--- config.mk ---
export PLATFORM = sky130hd
export DESIGN_NAME = wapd_queue
export DESIGN_NICKNAME = d
export VERILOG_FILES = /design/src/wapd_pkg.sv /design/src/wapd_queue.sv
export SDC_FILE = /design/constraint.sdc
export NUM_CORES = 1
export LEC_CHECK = 0
export ABC_AREA = 0
export BUFFER_PORTS_ARGS = -buffer_cell sky130_fd_sc_hd__buf_4
export CAP_MARGIN = 25
export CORE_UTILIZATION = 40
export CTS_CLUSTER_SIZE = 40
export DETAILED_ROUTE_END_ITERATION = 10
export GPL_TIMING_DRIVEN = 0
export PLACE_DENSITY_LB_ADDON = 0.12
export SYNTH_ARGS = -nofsm -noshare
export SYNTH_HDL_FRONTEND = slang
export SYNTH_SLANG_ARGS = --single-unit
--- constraint.sdc ---
create_clock -name clk -period 6.8 [get_ports clk]
set_clock_uncertainty 0.15 [all_clocks]
set_input_delay 0.34 -clock clk [delete_from_list [all_inputs] [get_ports clk]]
set_output_delay 0.34 -clock clk [all_outputs]
set_load 0.03 [all_outputs]
--- src/wapd_pkg.sv ---
// Shared types, constants and helpers for the wrapped-angle PD motor command block.
package wapd_pkg;

  // Q16.16 angle constants.
  localparam int unsigned TwoPiQ = 411775;
  localparam int unsigned PiQ    = 205887;

  localparam logic [18:0] TWO_PI = 19'(TwoPiQ);
  localparam logic [18:0] PI     = 19'(PiQ);

  // floor(2^50 / 2pi): quotient estimate is exact or one low for any 32-bit input.
  localparam int unsigned RecipShift = 50;
  localparam logic [31:0] RECIP = 32'((64'd1 << RecipShift) / 64'(TwoPiQ));

  // 2^31 mod 2pi, undoes the offset that makes the angle unsigned.
  localparam logic [18:0] BIAS_MOD = 19'((64'd1 << 31) % 64'(TwoPiQ));

  // Register indexes of the configuration port.
  typedef enum logic [2:0] {
    REG_PGAIN   = 3'd0,
    REG_DGAIN   = 3'd1,
    REG_TBIAS   = 3'd2,
    REG_WSHIFT  = 3'd3,
    REG_T2V     = 3'd4,
    REG_USE_EMF = 3'd5,
    REG_VDRIVE  = 3'd6
  } reg_idx_t;

  // How the back end finishes an item.
  typedef enum logic [1:0] {
    CLS_TORQUE   = 2'd0,
    CLS_VOLT     = 2'd1,
    CLS_VOLT_EMF = 2'd2
  } cls_t;

  typedef struct packed {
    logic signed [31:0] pgain;
    logic signed [31:0] dgain;
    logic signed [31:0] tbias;
    logic signed [18:0] wshift;
    logic signed [31:0] t2v;
    logic               use_emf;
    logic               vdrive;
  } cfg_t;

  // One classified sample as it waits in the queue.
  typedef struct packed {
    logic        [31:0] goal_u;   // goal angle + 2^31, unsigned
    logic        [31:0] meas_u;   // measured angle + 2^31, unsigned
    logic signed [32:0] serr;     // exact speed error
    logic signed [31:0] emf;
    cls_t               cls;
  } item_t;

  // Saturate to the signed 32-bit range.
  function automatic logic [31:0] sat32(input logic signed [63:0] v);
    logic [31:0] res;
    if (v > 64'sd2147483647) begin
      res = 32'h7fff_ffff;
    end else if (v < -64'sd2147483648) begin
      res = 32'h8000_0000;
    end else begin
      res = v[31:0];
    end
    return res;
  endfunction

endpackage

--- src/wapd_queue.sv ---
// Small FIFO between the front and back ends.
module wapd_queue
  import wapd_pkg::*;
#(
  parameter int DEPTH = 4
) (
  input  logic  clk,
  input  logic  rst_n,
  input  logic  push,
  input  item_t push_item,
  output logic  full,
  input  logic  pop,
  output logic  not_empty,
  output item_t head_item
);

  localparam int PtrW = $clog2(DEPTH);
  localparam int CntW = $clog2(DEPTH + 1);
  localparam logic [PtrW-1:0] LastPtr = PtrW'(DEPTH - 1);

  item_t           mem_r [DEPTH];
  logic [PtrW-1:0] wr_ptr_r, wr_ptr_nxt;
  logic [PtrW-1:0] rd_ptr_r, rd_ptr_nxt;
  logic [CntW-1:0] count_r, count_nxt;

  assign full      = (count_r == CntW'(DEPTH));
  assign not_empty = (count_r != '0);
  assign head_item = mem_r[rd_ptr_r];

  always_comb begin
    wr_ptr_nxt = wr_ptr_r;
    rd_ptr_nxt = rd_ptr_r;
    count_nxt  = count_r;
    if (push) begin
      wr_ptr_nxt = (wr_ptr_r == LastPtr) ? '0 : wr_ptr_r + 1'b1;
    end
    if (pop) begin
      rd_ptr_nxt = (rd_ptr_r == LastPtr) ? '0 : rd_ptr_r + 1'b1;
    end
    if (push && !pop) begin
      count_nxt = count_r + 1'b1;
    end else if (pop && !push) begin
      count_nxt = count_r - 1'b1;
    end
  end

  always_ff @(posedge clk) begin
    if (!rst_n) begin
      wr_ptr_r <= '0;
      rd_ptr_r <= '0;
      count_r  <= '0;
    end else begin
      wr_ptr_r <= wr_ptr_nxt;
      rd_ptr_r <= rd_ptr_nxt;
      count_r  <= count_nxt;
    end
  end

  always_ff @(posedge clk) begin
    if (push) begin
      mem_r[wr_ptr_r] <= push_item;
    end
  end

endmodule

### Word-level counts from Yosys, hierarchy flattened

Memories as Yosys holds them, arrays and structs flattened. A register that Yosys moved wholly into a read port is not among the register bits.
Cells that the tools add are included.

| storage, ports and cells | value |
|---|---|
| memories kept | 1 |
| bits in registers | 7 |
| RAM bits | 524 |
| input port bits | 135 |
| logic and storage cells | 25 |

| operators by class | value |
|---|---|
| multiplexer cells | 8 |
| $add $sub $neg | 4 |
| equality and inequality tests | 3 |
| reduce and logical (&&, ||, !) cells | 6 |

Memories:

| name | words | bits a word | rd ports | clocked after Yosys merged registers in | wr ports | line | text |
|---|---|---|---|---|---|---|---|
| mem_r | 4 | 131 | 1 | 1 | 1 | wapd_queue.sv:21 | `item_t mem_r [DEPTH];` |

Operators with widths:

| cell | count |
|---|---|
| 2-bit 2-to-1 mux | 4 |
| 3-bit 2-to-1 mux | 2 |
| 2-bit by 1-bit adder with 2-bit output (second input constant) | 2 |
| 2-bit == test (second input constant) | 2 |
| 3-bit by 1-bit adder with 3-bit output (second input constant) | 1 |
| 3-bit == test (second input constant) | 1 |
| 3-bit nonzero test | 1 |
| 3-bit by 1-bit subtractor with 3-bit output (second input constant) | 1 |
| 1-bit logical AND | 2 |
| 1-bit zero test | 2 |
| 1-bit 2-to-1 mux | 2 |
| 2-bit nonzero test | 1 |

### Logic depth before layout (Yosys ltp)

Gate-level depths: netlist of run 1.

| depth | value |
|---|---|
| depth after elaboration | 4 |
| mapped depth | 7 |
| depth with buffers taken out | 7 |

### Least setup slack after synthesis of run 1

Ideal clock, no wire load.

| path | value |
|---|---|
| path type | reg-to-reg |
| start point | reg wr_ptr_r[0] |
| end point | mem mem_r[3][0] (netlist bit), enable pin |
| slack | 2.597 ns |
| cell stages (with the launch flop) | 3 |
| period minus slack after synthesis | 4.203 ns |
| arrival time | 3.548 ns |
| path through | dfxtp_1 > ha_1 > and2_1 |

RTL lines:

| element | line | text |
|---|---|---|
| from (decl) | wapd_queue.sv:22 | `logic [PtrW-1:0] wr_ptr_r, wr_ptr_nxt;` |
| from (signal assigned) | wapd_queue.sv:53 | `wr_ptr_r <= wr_ptr_nxt;` |
| to (decl) | wapd_queue.sv:21 |  |

No word-level cell before the write port.

==> flow_metrics.py, run 1 <==
metrics = {
    "detailed_routing": {
        "dr.pass1.iters": 4,
        "wire_per_inst_um": 20.8,
        "vias": 9142,
        "drt_iter0_drc": 433,
        "drtAntennaViolNets": 0,
        "drc": 0,
        "wl_um": 38500,
        "avgViaCountPerCell": 4.93,
    },
    "grt": {
        "overflow": 0,
        "grt_first_pass_wirelength_um": 59000,
        "grt_start_max_net_pins": 56,
        "grt_pass1_vias": 9921,
        "antenna_found_initial": 3,
        "track_usage_pct": 15.9,
    },
    "pwr": {
        "p_switching_mw": 1.76,
        "ir_drop_mv": 0.253,
        "p_total_mw": 7.60,
        "swShare_pct": 23.1,
        "pwr-share-comb_pct": 12.5,
        "clkPwrFrac_pct": 37.6,
        "intPower_mw": 5.84,
        "p_seq_share_pct": 49.9,
        "p_leak_nw": 8.68,
        "powerDensity_nw_per_um2": 299,
    },
    "worst_setup_path": {
        "critical_path_arrival_ps": 2500,
        "start_kind": "flop",
        "cp_slowest_cell": "buf_2",
        "path_cells": "clkbuf_1, buf_2, buf_2, mux4_2, buf_4",
        "max_stage_delay_ps": 420,
        "path_common_cell": "buf_2",
        "crit_path_end_kind": "primary output",
        "required_ps": 6310,
        "crit_path_max_fanout": 10,
        "path_class": "reg -> out",
    },
    "clocking": {
        "clk_path_buf_depth": 3,
        "insertion_delay_ps": 600,
        "numClockSinks": 533,
        "clk_pin_slew_ps": 60,
        "post_cts_resized": 0,
        "cts_buffers": 55,
        "cts_root_buffer": "clkbuf_16",
        "htreeDepth": 2,
        "cts_tree": "done",
    },
    "synthesis": {
        "synth_top_family_by_area": "multiplexers",
        "ys_types": 22,
        "netlist_instances": 729,
        "synth-adder-area-share_pct": 0.491,
        "synthesis.nets": 871,
        "avgSynthCellArea_um2": 26.6,
        "synthXorXnorAreaFrac_pct": 0.0905,
        "syn_area_um2": 19400,
        "synthMuxAreaShare_pct": 15.4,
        "synthSimpleGateAreaFrac_pct": 0.472,
        "ys_ff_latch": 533,
        "ys_seq_area_share_pct": 82.2,
        "ys_warn_count": 0,
        "synth_compound_gate_area_share_pct": 0.103,
    },
    "die": {
        "chipHeight_um": 222,
        "dieWidth_um": 222,
        "start_util_pct": 40.6,
        "dieArea_um2": 49300,
        "std_cell_rows": 80,
        "io-pin-count": 268,
        "core_um2": 47700,
    },
    "timing": {
        "slew_headroom_pct": 51.5,
        "fmax_mhz": 335,
        "setup_violations": 0,
        "fin_crit_sh_pct": 43.9,
        "rsz0062_at_grt": "false",
        "slew_violations": 0,
        "fin_ws_ps": 3810,
        "final.setup.tns_ps": 0,
        "hold_viol": 0,
        "worst_pin_slew_ps": 727,
        "fin_crit_ps": 2990,
        "fin_hold_ws_ps": 328,
    },
    "cells_and_area": {
        "layout_common_cells": "edfxtp_1, buf_4, dlygate4sd3_1",
        "area_delta_synth_final_pct": 31.3,
        "layout_commonest_cell": "edfxtp_1",
        "drive_above_1_share_pct": 41.5,
        "layout.cells.non_filler": 1856,
        "nets": 1337,
        "finalInstanceArea_um2": 25400,
        "fillers": 3715,
        "fin_util_pct": 53.3,
    },
    "placed_design": {
        "dpl.hpwl_um": 22900,
        "placed_cells": 1619,
        "dpl_worst_slack_ps": 4350,
        "gp_congestion": 0.681,
        "postPlaceCellArea_um2": 22400,
        "numPortBuffers": 267,
    },
    "run": {
        "maxCapViolCount": 0,
    },
    "status": {
        "status": "finished clean",
    },
    "hold_path": {
        "worstHoldPathType": "in -> reg",
    },
}
[registers in the layout, summed over array words and instances, names as in the netlist, named ones only]
name and count:
mem_r 524, count_r 3, rd_ptr_r 2, wr_ptr_r 2
[metal layers]
metal | routed length, um | GRT usage, %
met3 | 2400 | 4.51
met5 | 11 | 0
met4 | 829 | 5.40
met2 | 19200 | 26.5
met1 | 16100 | 19.9
[cells in the mapped netlist]
cell	n	area share, %
o21a_1	1	0.039
buf_6	11	0.64
nor3b_1	1	0.039
o21ai_0	1	0.026
nor3_1	1	0.026
a21boi_0	1	0.039
fa_1	1	0.10
or3_1	2	0.065
inv_1	4	0.078
and2_1	5	0.16
ha_1	6	0.39
mux2i_1	4	0.21
buf_2	14	0.36
edfxtp_1	524	81
dfxtp_1	9	0.93
nor2b_1	5	0.16
xor2_1	1	0.045
clkbuf_1	3	0.058
nor2_1	1	0.019
mux4_2	131	15
xnor2_1	1	0.045
buf_4	2	0.078
[cells by family after synthesis]
kind of cell / after synthesis
AND/OR/NAND/NOR: 15
adder cells (fa/ha/maj): 7
multiplexers: 135
AO/OA/AOI/OAI: 3
buffers and inverters: 34
XOR/XNOR: 2
flip-flops: 533
[worst paths after layout]
check / cells after the start / start / slack (ps) / endpoint
worst min-delay path: 2 / push_item[118] / 330 / mem_r[1][118]
worst min register to register: 2 / count_r[2] / 390 / count_r[2]
worst max register to register: 3 / wr_ptr_r[0] / 4680 / mem_r[3][25]
worst max-delay path: 5 / flop / 3810 / head_item[107]
[critical path, delay by kind of cell, from the launching register on]
kind	cells	cell delay [ps]
buffers and inverters	4	1190
DFF	1	310
muxes	1	380
[power groups by stage]
| stage | logic, mW | clock network, mW | registers, mW |
|---|---|---|---|
| finish | 0.949 | 2.86 | 3.80 |
| detailed placement | 0.902 | 0 | 3.87 |
| floorplan | 0.523 | 0 | 3.87 |
| global route | 1.01 | 3.07 | 3.81 |
| CTS | 0.971 | 2.95 | 3.80 |
| global placement | 0.878 | 0 | 3.90 |
[timing repair]
action / 4_1_cts / 5_1_grt
buffers inserted: 0 / 0
endpoints found under the hold margin: 533 / 0
hold buffers: 134 / 0
setup endpoints to repair: 0 / 0
[layout make-up]
type / instances / area, um2 / area share [%]
Tap cell: 615 / 769 / 3.03
Timing Repair Buffer: 409 / 3570 / 14.0
Clock inverter: 31 / 263 / 1.03
Inverter: 4 / 15.0 / 0.0590
Multi-Input combinational cell: 162 / 3220 / 12.7
Buffer: 30 / 220 / 0.866
Sequential cell: 533 / 15900 / 62.6
Antenna cell: 1 / 2.50 / 0.00984
Clock buffer: 71 / 1460 / 5.73
Power figures use the tool's default switching activity.
==> run 2, diff against run 1 <==
--- a/config.mk
+++ b/config.mk
@@ -5,7 +5,7 @@
 export SDC_FILE = /design/constraint.sdc
 export NUM_CORES = 1
 export LEC_CHECK = 0
-export ABC_AREA = 0
+export ABC_AREA = 1
 export BUFFER_PORTS_ARGS = -buffer_cell sky130_fd_sc_hd__buf_4
 export CAP_MARGIN = 25
 export CORE_UTILIZATION = 40
==> constraint.sdc (replaced) <==
create_clock -name clk -period 3 [get_ports clk]
set_clock_uncertainty 0.15 [all_clocks]
set_input_delay 0.15 -clock clk [delete_from_list [all_inputs] [get_ports clk]]
set_output_delay 0.15 -clock clk [all_outputs]
set_load 0.03 [all_outputs]
==> flow_metrics.py, run 2 <==
metrics = {
    "worst_setup_path": {
        "required_ps": 2700,
        "max_stage_delay_ps": 410,
        "crit_path_end_kind": "primary output",
        "start_kind": "flop",
        "path_class": "reg -> out",
        "cp_slowest_cell": "dfxtp_1",
        "path_cells": "inv_2, buf_2, buf_2, o21ai_0, o22ai_1, buf_4",
        "r2r_cells": 6,
        "worstSetupPathDepth": 6,
        "path_common_cell": "buf_2",
        "critPathBufInv": 4,
        "critical_path_arrival_ps": 2450,
        "crit_path_max_fanout": 10,
        "cp_top_family": "buffers and inverters",
    },
    "detailed_routing": {
        "dr.pass1.iters": 5,
        "drc": 0,
        "avgViaCountPerCell": 4.96,
        "vias": 12400,
        "wl_um": 50700,
        "drt_iter0_drc": 737,
        "drtAntennaViolNets": 0,
        "wire_per_inst_um": 20.2,
    },
    "grt": {
        "grt_pass1_vias": 12500,
        "antenna_found_initial": 5,
        "track_usage_pct": 19.9,
        "overflow": 0,
        "grt_start_max_net_pins": 36,
        "grt_first_pass_wirelength_um": 75100,
    },
    "synthesis": {
        "synth_top_cell_by_area": "edfxtp_1",
        "ys_ff_latch": 533,
        "ys.flop_type": "edfxtp_1",
        "ys_top_cells_by_area": "edfxtp_1, o21ai_0, nor2_1, o22ai_1, o21ai_1",
        "synthesis.nets": 1468,
        "netlist_instances": 1326,
        "synth_top_area_share_pct": 79.3,
        "synth_edf_count": 524,
        "synth_top_cells_by_count": "edfxtp_1, nor2_1, o21ai_0",
        "avgSynthCellArea_um2": 15.0,
        "syn_area_um2": 19900,
        "ys_seq_area_share_pct": 80.2,
        "ys_types": 23,
        "synth.most_common_cell": "edfxtp_1",
        "ys_warn_count": 0,
        "ys_async_sr_fraction_pct": 0,
    },
    "clocking": {
        "cts_root_buffer": "clkbuf_16",
        "clk_path_buf_depth": 3,
        "htreeDepth": 2,
        "insertion_delay_ps": 600,
        "cts_tree": "done",
        "numClockSinks": 533,
        "cts_setup_buffers": 0,
        "clk_pin_slew_ps": 60,
        "cts_buffers": 55,
    },
    "timing": {
        "worst_pin_slew_ps": 691,
        "slew_headroom_pct": 53.8,
        "final.setup.tns_ps": 0,
        "fin_crit_sh_pct": 91.8,
        "fin_crit_ps": 2750,
        "fin_hold_ws_ps": 135,
        "setup_violations": 0,
        "rsz0062_at_grt": "false",
        "slew_violations": 0,
        "hold_viol": 0,
        "fmax_mhz": 363,
    },
    "pwr": {
        "ir_drop_mv": 0.521,
        "p_total_mw": 17.4,
        "p_leak_nw": 9.18,
        "powerDensity_nw_per_um2": 669,
    },
    "cells_and_area": {
        "largest_register_ff_count": 524,
        "nets": 1944,
        "fillers": 4121,
        "multi_input_area_um2": 3360,
        "ff_latch_area_um2": 15900,
        "regMostFlops": "mem_r",
        "layout_common_cells": "edfxtp_1, nor2_1, buf_4",
        "area_delta_synth_final_pct": 31.3,
        "layout_commonest_cell": "edfxtp_1",
        "drive_above_1_share_pct": 23.1,
        "reg.largest.list": "mem_r: 524 flops, count_r: 3 flops",
    },
    "status": {
        "status": "finished clean",
    },
    "die": {
        "dieArea_um2": 50500,
        "core_um2": 49000,
        "chipHeight_um": 225,
        "start_util_pct": 40.6,
        "io-pin-count": 268,
        "dieWidth_um": 225,
        "std_cell_rows": 81,
    },
    "placed_design": {
        "gp_congestion": 0.721,
        "dpl.hpwl_um": 31400,
        "numPortBuffers": 267,
    },
    "hold_path": {
        "whs_path_depth": 2,
        "worstHoldPathType": "in -> reg",
    },
    "run": {
        "maxCapViolCount": 0,
    },
}
run 2: cells by family after synthesis:
group	count (synthesis)	synth area share (%)
xor gates and xnor gates	1	0.0441
and+or+nand+nor	285	5.43
buffers and inverters	101	3.01
AOI/OAI and AO/OA	399	10.9
adders and majority gates	7	0.479
DFF	533	80.2
run 2: what timing repair did:
| item | 4_1_cts | 5_1_grt |
|---|---|---|
| hold buffers | 135 | 0 |
| resized for setup | 0 | 0 |
| setup endpoints to repair | 0 | 0 |
| endpoints found under the hold margin | 533 | 0 |
run 2: metrics by stage:
stage          utilization (%)  setup slack [ps]  area, um2  std cells
2_1_floorplan                -             -93.3      19900       1326
3_3_place_gp              46.4             -1980      22700       2257
3_5_place_dp              47.1               624      23100       2274
4_1_cts                   53.2               153      26100       2507
5_1_grt                   53.2              83.0      26100       2509
6_report                  53.2               247      26100       2509
run 2: final timing paths:
kind                 startpoint              to  slack (ps)
setup / recovery           flop  head_item[104]         250
hold / removal    push_item[26]    mem_r[1][26]         140
setup reg to reg    wr_ptr_r[1]    mem_r[1][76]         670
hold reg to reg     wr_ptr_r[1]     wr_ptr_r[1]         340
run 2: layout make-up:
class | count | area share, %
Sequential cell | 533 | 61.1
Buffer | 85 | 2.04
Clock buffer | 75 | 5.65
Inverter | 16 | 0.307
Clock inverter | 23 | 0.667
Antenna cell | 2 | 0.0192
Multi-Input combinational cell | 692 | 12.9
Timing Repair Buffer | 419 | 14.2
Tap cell | 664 | 3.19
run 2: where the power goes:
group	leakage [nW]	internal [mW]	switching, mW
Clock	0.806	3.59	2.73
Sequential	4.89	8.52	0.0691
Combinational	3.49	0.909	1.62
Total	9.18	13.0	4.42
run 2: routing by layer:
layer  up-vias  track usage, %  part of all wire [%]
li1       5978               -                     -
met1      6065            25.7                    43
met2       322            32.8                    48
met3        77            5.02                   6.2
met4         6            6.82                   2.5
met5         -               0                 0.081
