$ cat src/wapd_pkg.sv
// Shared types, constants and helpers for the wrapped-angle PD motor command block.
package wapd_pkg;

  // Q16.16 angle constants.
  localparam int unsigned TwoPiQ = 411775;
  localparam int unsigned PiQ    = 205887;

  localparam logic [18:0] TWO_PI = 19'(TwoPiQ);
  localparam logic [18:0] PI     = 19'(PiQ);

  // floor(2^50 / 2pi): quotient estimate is exact or one low for any 32-bit input.
  localparam int unsigned RecipShift = 50;
  localparam logic [31:0] RECIP = 32'((64'd1 << RecipShift) / 64'(TwoPiQ));

  // 2^31 mod 2pi, undoes the offset that makes the angle unsigned.
  localparam logic [18:0] BIAS_MOD = 19'((64'd1 << 31) % 64'(TwoPiQ));

  // Register indexes of the configuration port.
  typedef enum logic [2:0] {
    REG_PGAIN   = 3'd0,
    REG_DGAIN   = 3'd1,
    REG_TBIAS   = 3'd2,
    REG_WSHIFT  = 3'd3,
    REG_T2V     = 3'd4,
    REG_USE_EMF = 3'd5,
    REG_VDRIVE  = 3'd6
  } reg_idx_t;

  // How the back end finishes an item.
  typedef enum logic [1:0] {
    CLS_TORQUE   = 2'd0,
    CLS_VOLT     = 2'd1,
    CLS_VOLT_EMF = 2'd2
  } cls_t;

  typedef struct packed {
    logic signed [31:0] pgain;
    logic signed [31:0] dgain;
    logic signed [31:0] tbias;
    logic signed [18:0] wshift;
    logic signed [31:0] t2v;
    logic               use_emf;
    logic               vdrive;
  } cfg_t;

  // One classified sample as it waits in the queue.
  typedef struct packed {
    logic        [31:0] goal_u;   // goal angle + 2^31, unsigned
    logic        [31:0] meas_u;   // measured angle + 2^31, unsigned
    logic signed [32:0] serr;     // exact speed error
    logic signed [31:0] emf;
    cls_t               cls;
  } item_t;

  // Saturate to the signed 32-bit range.
  function automatic logic [31:0] sat32(input logic signed [63:0] v);
    logic [31:0] res;
    if (v > 64'sd2147483647) begin
      res = 32'h7fff_ffff;
    end else if (v < -64'sd2147483648) begin
      res = 32'h8000_0000;
    end else begin
      res = v[31:0];
    end
    return res;
  endfunction

endpackage

$ cat src/wapd_front.sv
// Front end: decode an input beat into a classified queue item.
module wapd_front
  import wapd_pkg::*;
(
  input  cfg_t               cfg,
  input  logic signed [31:0] measured_angle,
  input  logic signed [31:0] measured_speed,
  input  logic signed [31:0] goal_angle,
  input  logic signed [31:0] goal_speed,
  input  logic signed [31:0] back_emf,
  output item_t              item
);

  always_comb begin
    // Flip the sign bit: adds 2^31 so the modulo works on an unsigned value.
    item.goal_u = {~goal_angle[31], goal_angle[30:0]};
    item.meas_u = {~measured_angle[31], measured_angle[30:0]};
    item.serr   = 33'(goal_speed) - 33'(measured_speed);
    item.emf    = back_emf;
    if (!cfg.vdrive) begin
      item.cls = CLS_TORQUE;
    end else if (cfg.use_emf) begin
      item.cls = CLS_VOLT_EMF;
    end else begin
      item.cls = CLS_VOLT;
    end
  end

endmodule

$ cat config.mk
export PLATFORM = sky130hd
export DESIGN_NAME = wapd_front
export DESIGN_NICKNAME = d
export VERILOG_FILES = /design/src/wapd_pkg.sv /design/src/wapd_front.sv
export SDC_FILE = /design/constraint.sdc
export NUM_CORES = 1
export LEC_CHECK = 0
export ABC_CLOCK_PERIOD_IN_PS = 3700
export BUFFER_PORTS_ARGS = -buffer_cell sky130_fd_sc_hd__buf_4
export CORE_AREA = 2 2 170 172
export DETAILED_ROUTE_END_ITERATION = 8
export DIE_AREA = 0 0 172 174
export PLACE_DENSITY = 0.4
export SLEW_MARGIN = 20
export SYNTH_ARGS = -nofsm -noshare
export SYNTH_HDL_FRONTEND = slang
export SYNTH_SLANG_ARGS = --single-unit
$ cat constraint.sdc
create_clock -name vclk -period 3.7
set_clock_uncertainty 0.1 [all_clocks]
set_input_delay 0.74 -clock vclk [all_inputs]
set_output_delay 0.74 -clock vclk [all_outputs]
set_load 0.005 [all_outputs]
Word level (Yosys, flattened, before mapping)
Index checks and enable logic that the tools add are counted.
{"block": "totals", "in_bits": 309, "out_inout_bits": 131, "register_bits": 0}
{"block": "op_classes", "n_addsub": 1, "bitwise_logic": 2, "mux": 2}
{"operator": "subtractor 32 x 32 -> 33 bit", "n": 1}
{"operator": "2-to-1 mux 2 bit", "n": 2}
{"operator": "NOT 1 bit", "n": 2}

Logic depth before layout (Yosys ltp)
Gate-level depths: netlist of the first run.
{"block": "logic_depth", "depth_word": 2, "ltp_mapped": 11}

Least setup slack after synthesis of the first run
OpenSTA, ideal clock, no wires.
{"block": "synth_timing", "path_type": "input -> output", "start": "input measured_speed[15]", "end": "output item[64] (netlist bit)", "path_stages": 10, "setup_slack_ps": 210, "required_ps": 2860, "n_path_buf": 0, "t_arrival_ps": 2650, "path_cell_list": "inv_1 -> ha_1 -> a21o_1 -> a2111oi_2 -> o41ai_1 -> or4_1 -> a21oi_2 -> o31ai_1 -> a21oi_2 -> xnor2_1"}
{"element": "from (decl)", "line_no": "wapd_front.sv:7", "rtl": "input logic signed [31:0] measured_speed,"}
{"element": "to (decl)", "line_no": "wapd_front.sv:11", "rtl": "output item_t item"}

==> results of run 1 <==
[cell type report]
type                       instances  share of cell area (%)
timing repair buffer             171                    33.5
inverter                          45                    4.51
tap                              384                    12.1
antenna                            1                  0.0630
multi-input combinational        229                    49.9
[cells in the mapped netlist (2+ instances only)]
cell type  count
nand2_1       21
clkbuf_1       4
o41ai_1        2
a41oi_1        2
ha_1          32
and2_1         2
o21a_1         4
a311oi_1       2
xor2_1        11
nand3_1       10
buf_4         94
a21o_1        11
o21ai_0       14
inv_1         45
o211ai_1       2
nor2b_1        4
and3_1         3
o21bai_1       4
nor2_1        20
a21oi_2        3
a31oi_1        4
o2111ai_1      3
nand4_1        3
nor3_1         9
xnor2_1       19
a21oi_1       31
[routing by layer]
layer,up-vias,global-route usage [%],wire length [um]
li1,1315,-,-
met1,1129,8.82,4940
met2,96,9.94,4350
met3,58,3.30,1420
met4,4,3.05,504
met5,-,0,30
[placed cells by master, fill, tap and decap left out, drive strengths merged, types with 3 or more instances in the layout]
cell / instances
buf: 171
inv: 45
a21oi: 34
ha: 32
nand2: 21
nor2: 20
xnor2: 19
o21ai: 14
a21o: 11
xor2: 11
nand3: 10
nor3: 9
o21a: 4
o21bai: 4
nor2b: 4
a31oi: 4
and3: 3
nand4: 3
o2111ai: 3
[stage by stage]
step	util (%)	instance area [um^2]	setup TNS, ns	total power, mW	hold slack, ns
after floorplan	-	2510	0	0.367	1.41
after global placement	12.4	3510	-1.15	0.658	1.38
after detailed placement	12.4	3510	-1.09	0.658	1.38
after CTS	12.9	3660	-0.420	0.690	1.38
after global routing	14.1	3970	-0.924	0.815	1.38
final	14.1	3970	-0.152	0.731	1.38
[logic make-up (layout without fill, tap and decap cells)]
logic type,count (synthesis),count (layout)
buffers and inverters,143,216
AO/OA/AOI/OAI,88,88
AND/OR/NAND/NOR,78,78
adder cells (fa/ha/maj),33,33
XOR/XNOR,30,30
other,0,1
[worst min-delay path by stage]
stage                         startpoint   endpoint  slack, ns  cells past startpoint
after detailed placement   goal_angle[4]  item[103]       1.38                      0
final                      goal_angle[6]  item[105]       1.38                      0
after floorplan           goal_angle[31]  item[130]       1.41                      1
after global placement     goal_angle[4]  item[103]       1.38                      0
after global routing      goal_angle[17]  item[116]       1.38                      0
after CTS                  goal_angle[4]  item[103]       1.38                      0
[timing repair]
action | 4_1_cts | 5_1_grt
hold buffers | 0 | 0
endpoints found under the setup margin | 12 | 15
resized for setup | 27 | 58
buffers inserted | 2 | 6
pin swaps | 17 | 35
[power by group]
group	switching, mW	internal, mW
Clock	0	0.0000000361
Sequential	0	0
Combinational	0.332	0.399
Total	0.332	0.399
==> results.py, run 1 <==
metrics = {
    "run": {
        "max-cap-violations": 0,
    },
    "sta": {
        "period_needed_ns": 3.78,
        "hold_viol_final": 0,
        "rsz0062_at_grt": "true",
        "setup_ws_ns": -0.0810,
        "setup_viol": 3,
        "slew_violations": 0,
        "fmax_ghz": 0.264,
        "slew_headroom_pct": 75.9,
        "worst_pin_slew_ns": 0.358,
        "min_period_over_period_pct": 102,
    },
    "placed_design": {
        "dp.cells": 822,
        "dp_hpwl_mm": 10.0,
        "preCtsSetupSlack_ns": -0.257,
        "place_congestion": 0.782,
        "place.port_buffers": 105,
    },
    "run_status": {
        "violations": "negative setup slack",
        "status": "complete, but fails checks",
    },
    "setup_path": {
        "endpoint": "item[64]",
        "path_max_fanout": 2,
        "cp.required_ns": 2.86,
        "slowest_stage": "or4_4",
        "endpoint_kind": "primary output",
        "path_cells": "buf_6 > inv_4 > ha_4 > a21o_1 > a2111oi_4 > o41ai_2 > or4_4 > a21oi_4 > o31ai_2 > a21oi_2 > xnor2_1 > buf_4",
        "crit_path_start_kind": "input pin",
        "crit_buf_inv": 3,
        "path_class": "in -> out",
        "cp_data_arrival_time_ns": 2.94,
        "cp-startpoint": "measured_speed[15]",
        "critPathMaxStageDelay_ns": 0.44,
        "critPathTopFamily": "compound AO/OA/AOI/OAI gates",
        "cp.depth": 12,
    },
    "yosys": {
        "ys_top_cells_by_area": "buf_4, ha_1, inv_1",
        "synthAdderAreaFrac_pct": 16.7,
        "syn_area_um2": 2510,
        "synth_compound_area_share_pct": 22.8,
        "synth_top_family_by_area": "buffers and inverters",
        "synth_nets": 714,
        "synthSimpleGateAreaFrac_pct": 14.6,
        "synthMuxAreaShare_pct": 0,
        "synth_xor_area_share_pct": 10.4,
        "synth.top_cell.area_share_pct": 28.1,
        "synth_area_per_cell_um2": 6.76,
        "ys_types": 39,
        "netlist.top_cell.by_area": "buf_4",
        "ys_warn_count": 0,
        "synth_cells": 372,
        "ys_seq_area_share_pct": 0,
    },
    "finish": {
        "seq_area_um2": 0,
        "fillers": 3329,
        "clockBufferCount": 0,
        "area.growth.synth_to_final_pct": 57.9,
        "multi_input_area_um2": 1980,
        "seq_cells": 0,
        "fin_cells": 830,
        "drive_gt1_share_pct": 51.2,
        "nets": 789,
    },
    "floorplanning": {
        "die_w_um": 172,
        "start_util_pct": 8.91,
        "rows": 62,
        "die_y_um": 174,
        "core_area_um2": 28200,
        "dieArea_um2": 29900,
        "io_pins": 440,
    },
    "drt": {
        "vias_per_cell": 3.13,
        "drt_iter0_drc": 61,
        "vias": 2602,
        "drc_errors": 0,
        "wirelength_mm": 11.2,
        "final_antenna_net_count": 0,
        "dr.pass1.iters": 5,
        "routedWlPerCell_um": 13.6,
    },
    "global_route": {
        "track_usage_pct": 6.96,
        "first_global_vias": 2715,
        "antenna_found_initial": 3,
        "grt-ovfl-total": 0,
        "grt_pass1_wl_mm": 15.9,
        "grt_max_degree": 9,
    },
    "hold_path": {
        "worstHoldPathType": "in -> out",
    },
    "power": {
        "cellPowerDensity_nw_per_um2": 184,
        "leakagePower_nw": 1.86,
        "max-vdd-ir-drop_uv": 33.1,
    },
}
Power figures use the tool's default switching activity.
==> inputs of run 2 (changes only) <==
--- a/config.mk
+++ b/config.mk
@@ -5,12 +5,12 @@
 export SDC_FILE = /design/constraint.sdc
 export NUM_CORES = 1
 export LEC_CHECK = 0
-export ABC_CLOCK_PERIOD_IN_PS = 3700
+export ABC_CLOCK_PERIOD_IN_PS = 4900
 export BUFFER_PORTS_ARGS = -buffer_cell sky130_fd_sc_hd__buf_4
-export CORE_AREA = 2 2 170 172
+export CORE_AREA = 8 8 163 165
 export DETAILED_ROUTE_END_ITERATION = 8
-export DIE_AREA = 0 0 172 174
-export PLACE_DENSITY = 0.4
+export DIE_AREA = 0 0 171 173
+export PLACE_DENSITY = 0.44
 export SLEW_MARGIN = 20
 export SYNTH_ARGS = -nofsm -noshare
 export SYNTH_HDL_FRONTEND = slang
==> constraint.sdc (replaced) <==
create_clock -name vclk -period 4.9
set_clock_uncertainty 0.1 [all_clocks]
set_input_delay 0.98 -clock vclk [all_inputs]
set_output_delay 0.98 -clock vclk [all_outputs]
set_load 0.005 [all_outputs]
==> results.py, run 2 (synthesized netlist as in run 1, its figures left out) <==
metrics = {
    "floorplanning": {
        "start_util_pct": 10.5,
        "core_area_um2": 24000,
        "die_w_um": 171,
        "die_y_um": 173,
        "dieArea_um2": 29600,
        "rows": 57,
        "io_pins": 440,
    },
    "power": {
        "combPwrFrac_pct": 100.0,
        "netSwitchingFraction_pct": 49.5,
        "power_mw": 0.425,
        "p_int_mw": 0.215,
        "leakagePower_nw": 1.49,
        "p_sw_mw": 0.210,
        "pwr-share-seq_pct": 0,
        "max-vdd-ir-drop_uv": 22.1,
        "clockPowerShare_pct": 0,
        "cellPowerDensity_nw_per_um2": 141,
    },
    "drt": {
        "vias": 2377,
        "drt_iter0_drc": 54,
        "wirelength_mm": 10.9,
        "routedWlPerCell_um": 15.4,
        "dr.pass1.iters": 4,
        "drc_errors": 0,
        "vias_per_cell": 3.36,
        "final_antenna_net_count": 0,
    },
    "setup_path": {
        "critPathMaxStageDelay_ns": 0.44,
        "critPathTopFamily": "compound AO/OA/AOI/OAI gates",
        "path_class": "in -> out",
        "path_max_fanout": 3,
        "endpoint_kind": "primary output",
        "path_cells": "buf_4 > ha_1 > fa_1 > nor2b_1 > o2111ai_1 > nand3_1 > nand3_1 > a21oi_1 > a311oi_1 > o211ai_1 > nand2_1 > buf_4",
        "crit_path_start_kind": "input pin",
        "slowest_stage": "fa_1",
        "crit_buf_inv": 2,
        "cp.required_ns": 3.82,
        "cp_data_arrival_time_ns": 3.45,
    },
    "placed_design": {
        "preCtsSetupSlack_ns": 0.316,
        "dp_hpwl_mm": 9.90,
        "place.port_buffers": 105,
        "place_congestion": 0.767,
        "dp.cells": 707,
        "place_area_um2": 3020,
    },
    "sta": {
        "slew_violations": 0,
        "rsz0062_at_grt": "false",
        "period_needed_ns": 4.53,
        "fmax_ghz": 0.221,
        "setup_viol": 0,
        "min_period_over_period_pct": 92.5,
        "hold_viol_final": 0,
        "setup_ws_ns": 0.367,
        "finalSetupTns_ns": 0,
        "worst_pin_slew_ns": 0.599,
        "slew_headroom_pct": 59.8,
        "hold_ws_ns": 1.86,
    },
    "clock_tree": {
        "cts_resized": 0,
        "ctsHoldBuffers": 0,
        "post_cts_buffers": 0,
    },
    "finish": {
        "nets": 727,
        "multi_input_area_um2": 1630,
        "drive_gt1_share_pct": 30.3,
        "antenna_cells": 0,
        "area.growth.synth_to_final_pct": 20.0,
        "design_area_um2": 3020,
        "fillers": 2846,
        "final_common_cell": "buf_4",
        "seq_cells": 0,
        "clockBufferCount": 0,
        "utilization_pct": 12.6,
        "final_cell_mix": "buf_4, inv_1, ha_1, a21oi_1, nand2_1",
        "fin_cells": 707,
        "seq_area_um2": 0,
    },
    "run_status": {
        "status": "finished, final reports clean",
    },
    "global_route": {
        "antenna_found_initial": 5,
        "grt_max_degree": 10,
        "track_usage_pct": 6.82,
        "grt_pass1_wl_mm": 15.5,
        "first_global_vias": 2500,
        "grt-ovfl-total": 0,
    },
    "run": {
        "max-cap-violations": 0,
    },
    "hold_path": {
        "worstHoldPathType": "in -> out",
    },
}
run 2: cell count changes in the layout (fill, tap and decap cells not counted), moves of 4 or more:
cell and change:
buf_4 -51, ha_1 +11, ha_4 -11, buf_6 -10, inv_1 +8, o21ai_0 +6, inv_2 -4, inv_4 -4
nand3_1 +4, nand3_2 -4
run 2: worst paths after layout:
path                          start         to  cells past startpoint  slack, ns
setup / recovery  measured_speed[0]   item[66]                     12       0.37
hold / removal        goal_angle[6]  item[105]                      0       1.86
run 2: power by group through the flow:
stage                     Combinational (mW)  Sequential [mW]  Clock [mW]
after floorplan                        0.277                0           0
after global placement                 0.438                0           0
after detailed placement               0.437                0           0
after CTS                              0.440                0           0
after global routing                   0.481                0           0
final                                  0.425                0           0
run 2: final cells by class:
class	count	area share [%]
multi-input combinational	229	53.9
timing repair buffer	109	27.1
tap	324	13.4
inverter	45	5.60
run 2: routing by layer:
metal / up-vias / track usage [%] / share of wire (%)
li1: 1189 / - / -
met1: 978 / 7.62 / 39
met2: 122 / 9.26 / 37
met3: 78 / 4.71 / 17
met4: 10 / 4.13 / 6.5
met5: - / 0 / 0.55
==> inputs of run 3 (changes only) <==
==> constraint.sdc (replaced) <==
create_clock -name vclk -period 4.9
set_clock_uncertainty 0.1 [all_clocks]
set_input_delay 0.49 -clock vclk [all_inputs]
set_output_delay 0.49 -clock vclk [all_outputs]
set_load 0.005 [all_outputs]
==> results.py, run 3 (synthesized netlist as in run 1, its figures left out) <==
metrics = {
    "placed_design": {
        "place.port_buffers": 105,
        "place_congestion": 0.775,
        "dp_hpwl_mm": 9.85,
    },
    "sta": {
        "setup_viol": 0,
        "min_period_over_period_pct": 76.5,
        "fmax_ghz": 0.267,
        "period_needed_ns": 3.75,
        "slew_violations": 0,
        "finalSetupTns_ns": 0,
        "hold_viol_final": 0,
        "rsz0062_at_grt": "false",
        "slew_headroom_pct": 64.6,
        "worst_pin_slew_ns": 0.528,
    },
    "finish": {
        "antenna_cells": 0,
        "clockBufferCount": 0,
        "utilization_pct": 12.5,
        "area.growth.synth_to_final_pct": 18.8,
        "final_cell_mix": "buf_4, inv_1, ha_1, a21oi_1, nand2_1",
        "drive_gt1_share_pct": 29.6,
        "seq_area_um2": 0,
        "final_common_cell": "buf_4",
        "seq_cells": 0,
        "nets": 723,
    },
    "hold_path": {
        "min_from": "goal_angle[6]",
        "min_path_cells": 0,
        "worstHoldPathType": "in -> out",
    },
    "floorplanning": {
        "die_w_um": 171,
        "die_y_um": 173,
        "rows": 57,
        "core_area_um2": 24000,
        "dieArea_um2": 29600,
        "io_pins": 440,
        "start_util_pct": 10.5,
    },
    "setup_path": {
        "critPathMaxStageDelay_ns": 0.45,
        "cp-startpoint": "measured_speed[0]",
        "path_max_fanout": 4,
        "slowest_stage": "fa_1",
        "cp.depth": 12,
        "path_class": "in -> out",
        "endpoint_kind": "primary output",
        "crit_buf_inv": 2,
        "crit_path_start_kind": "input pin",
        "cp_data_arrival_time_ns": 3.16,
        "cp.required_ns": 4.31,
        "path_cells": "buf_4 > ha_1 > fa_1 > nor2b_1 > o2111ai_1 > nand3_1 > nand3_1 > a21oi_1 > a311oi_1 > o211ai_1 > nand2_1 > buf_4",
        "critPathTopFamily": "compound AO/OA/AOI/OAI gates",
    },
    "global_route": {
        "track_usage_pct": 6.83,
        "grt_max_degree": 10,
        "first_global_vias": 2487,
        "antenna_found_initial": 3,
        "grt_pass1_wl_mm": 15.5,
        "grt-ovfl-total": 0,
    },
    "clock_tree": {
        "cts_resized": 0,
        "post_cts_buffers": 0,
        "ctsHoldBuffers": 0,
    },
    "drt": {
        "drc_errors": 0,
        "vias_per_cell": 3.37,
        "wirelength_mm": 10.9,
        "routedWlPerCell_um": 15.5,
        "drt_iter0_drc": 62,
        "vias": 2369,
        "dr.pass1.iters": 4,
        "final_antenna_net_count": 0,
    },
    "power": {
        "max-vdd-ir-drop_uv": 24.3,
        "cellPowerDensity_nw_per_um2": 141,
        "leakagePower_nw": 1.47,
    },
    "run": {
        "max-cap-violations": 0,
    },
    "run_status": {
        "status": "finished, final reports clean",
    },
}
==> run 3: area by class of cell <==
type	instances	area, um^2
fillers	2854	21000
inverters	45	169
multi-input cells	229	1630
well taps	324	405
repair buffers	105	788
==> run 3: metrics by stage <==
stage / cells / hold slack, ns / instance area (um^2) / worst slack [ns] / total power, mW
finish: 703 / 0.880 / 2990 / 1.15 / 0.420
global route: 703 / 0.880 / 2990 / 0.932 / 0.477
CTS: 703 / 0.880 / 2990 / 1.11 / 0.434
detailed placement: 703 / 0.880 / 2990 / 1.12 / 0.431
global placement: 703 / 0.880 / 2990 / 1.10 / 0.431
floorplan: 372 / 0.907 / 2510 / 1.91 / 0.277
==> run 3: power breakdown <==
| group | internal [mW] | total, mW | switching, mW |
|---|---|---|---|
| logic | 0.210 | 0.420 | 0.210 |
| registers | 0 | 0 | 0 |
| clock network | 0 | 0 | 0 |
| total | 0.210 | 0.420 | 0.210 |
==> run 3: final timing paths <==
path,to,slack (ns)
worst max-delay path,item[66],1.15
worst min-delay path,item[105],0.88
==> run 3: per-layer routing <==
metal  routed length (um)  GRT usage, %  up-vias  share of wire, %
met2                 3980          9.20      116                37
met3                 1900          4.71       74                17
met4                  702          4.13        6               6.5
li1                     -             -     1177                 -
met1                 4250          7.70      996                39
met5                   41             0        -              0.38
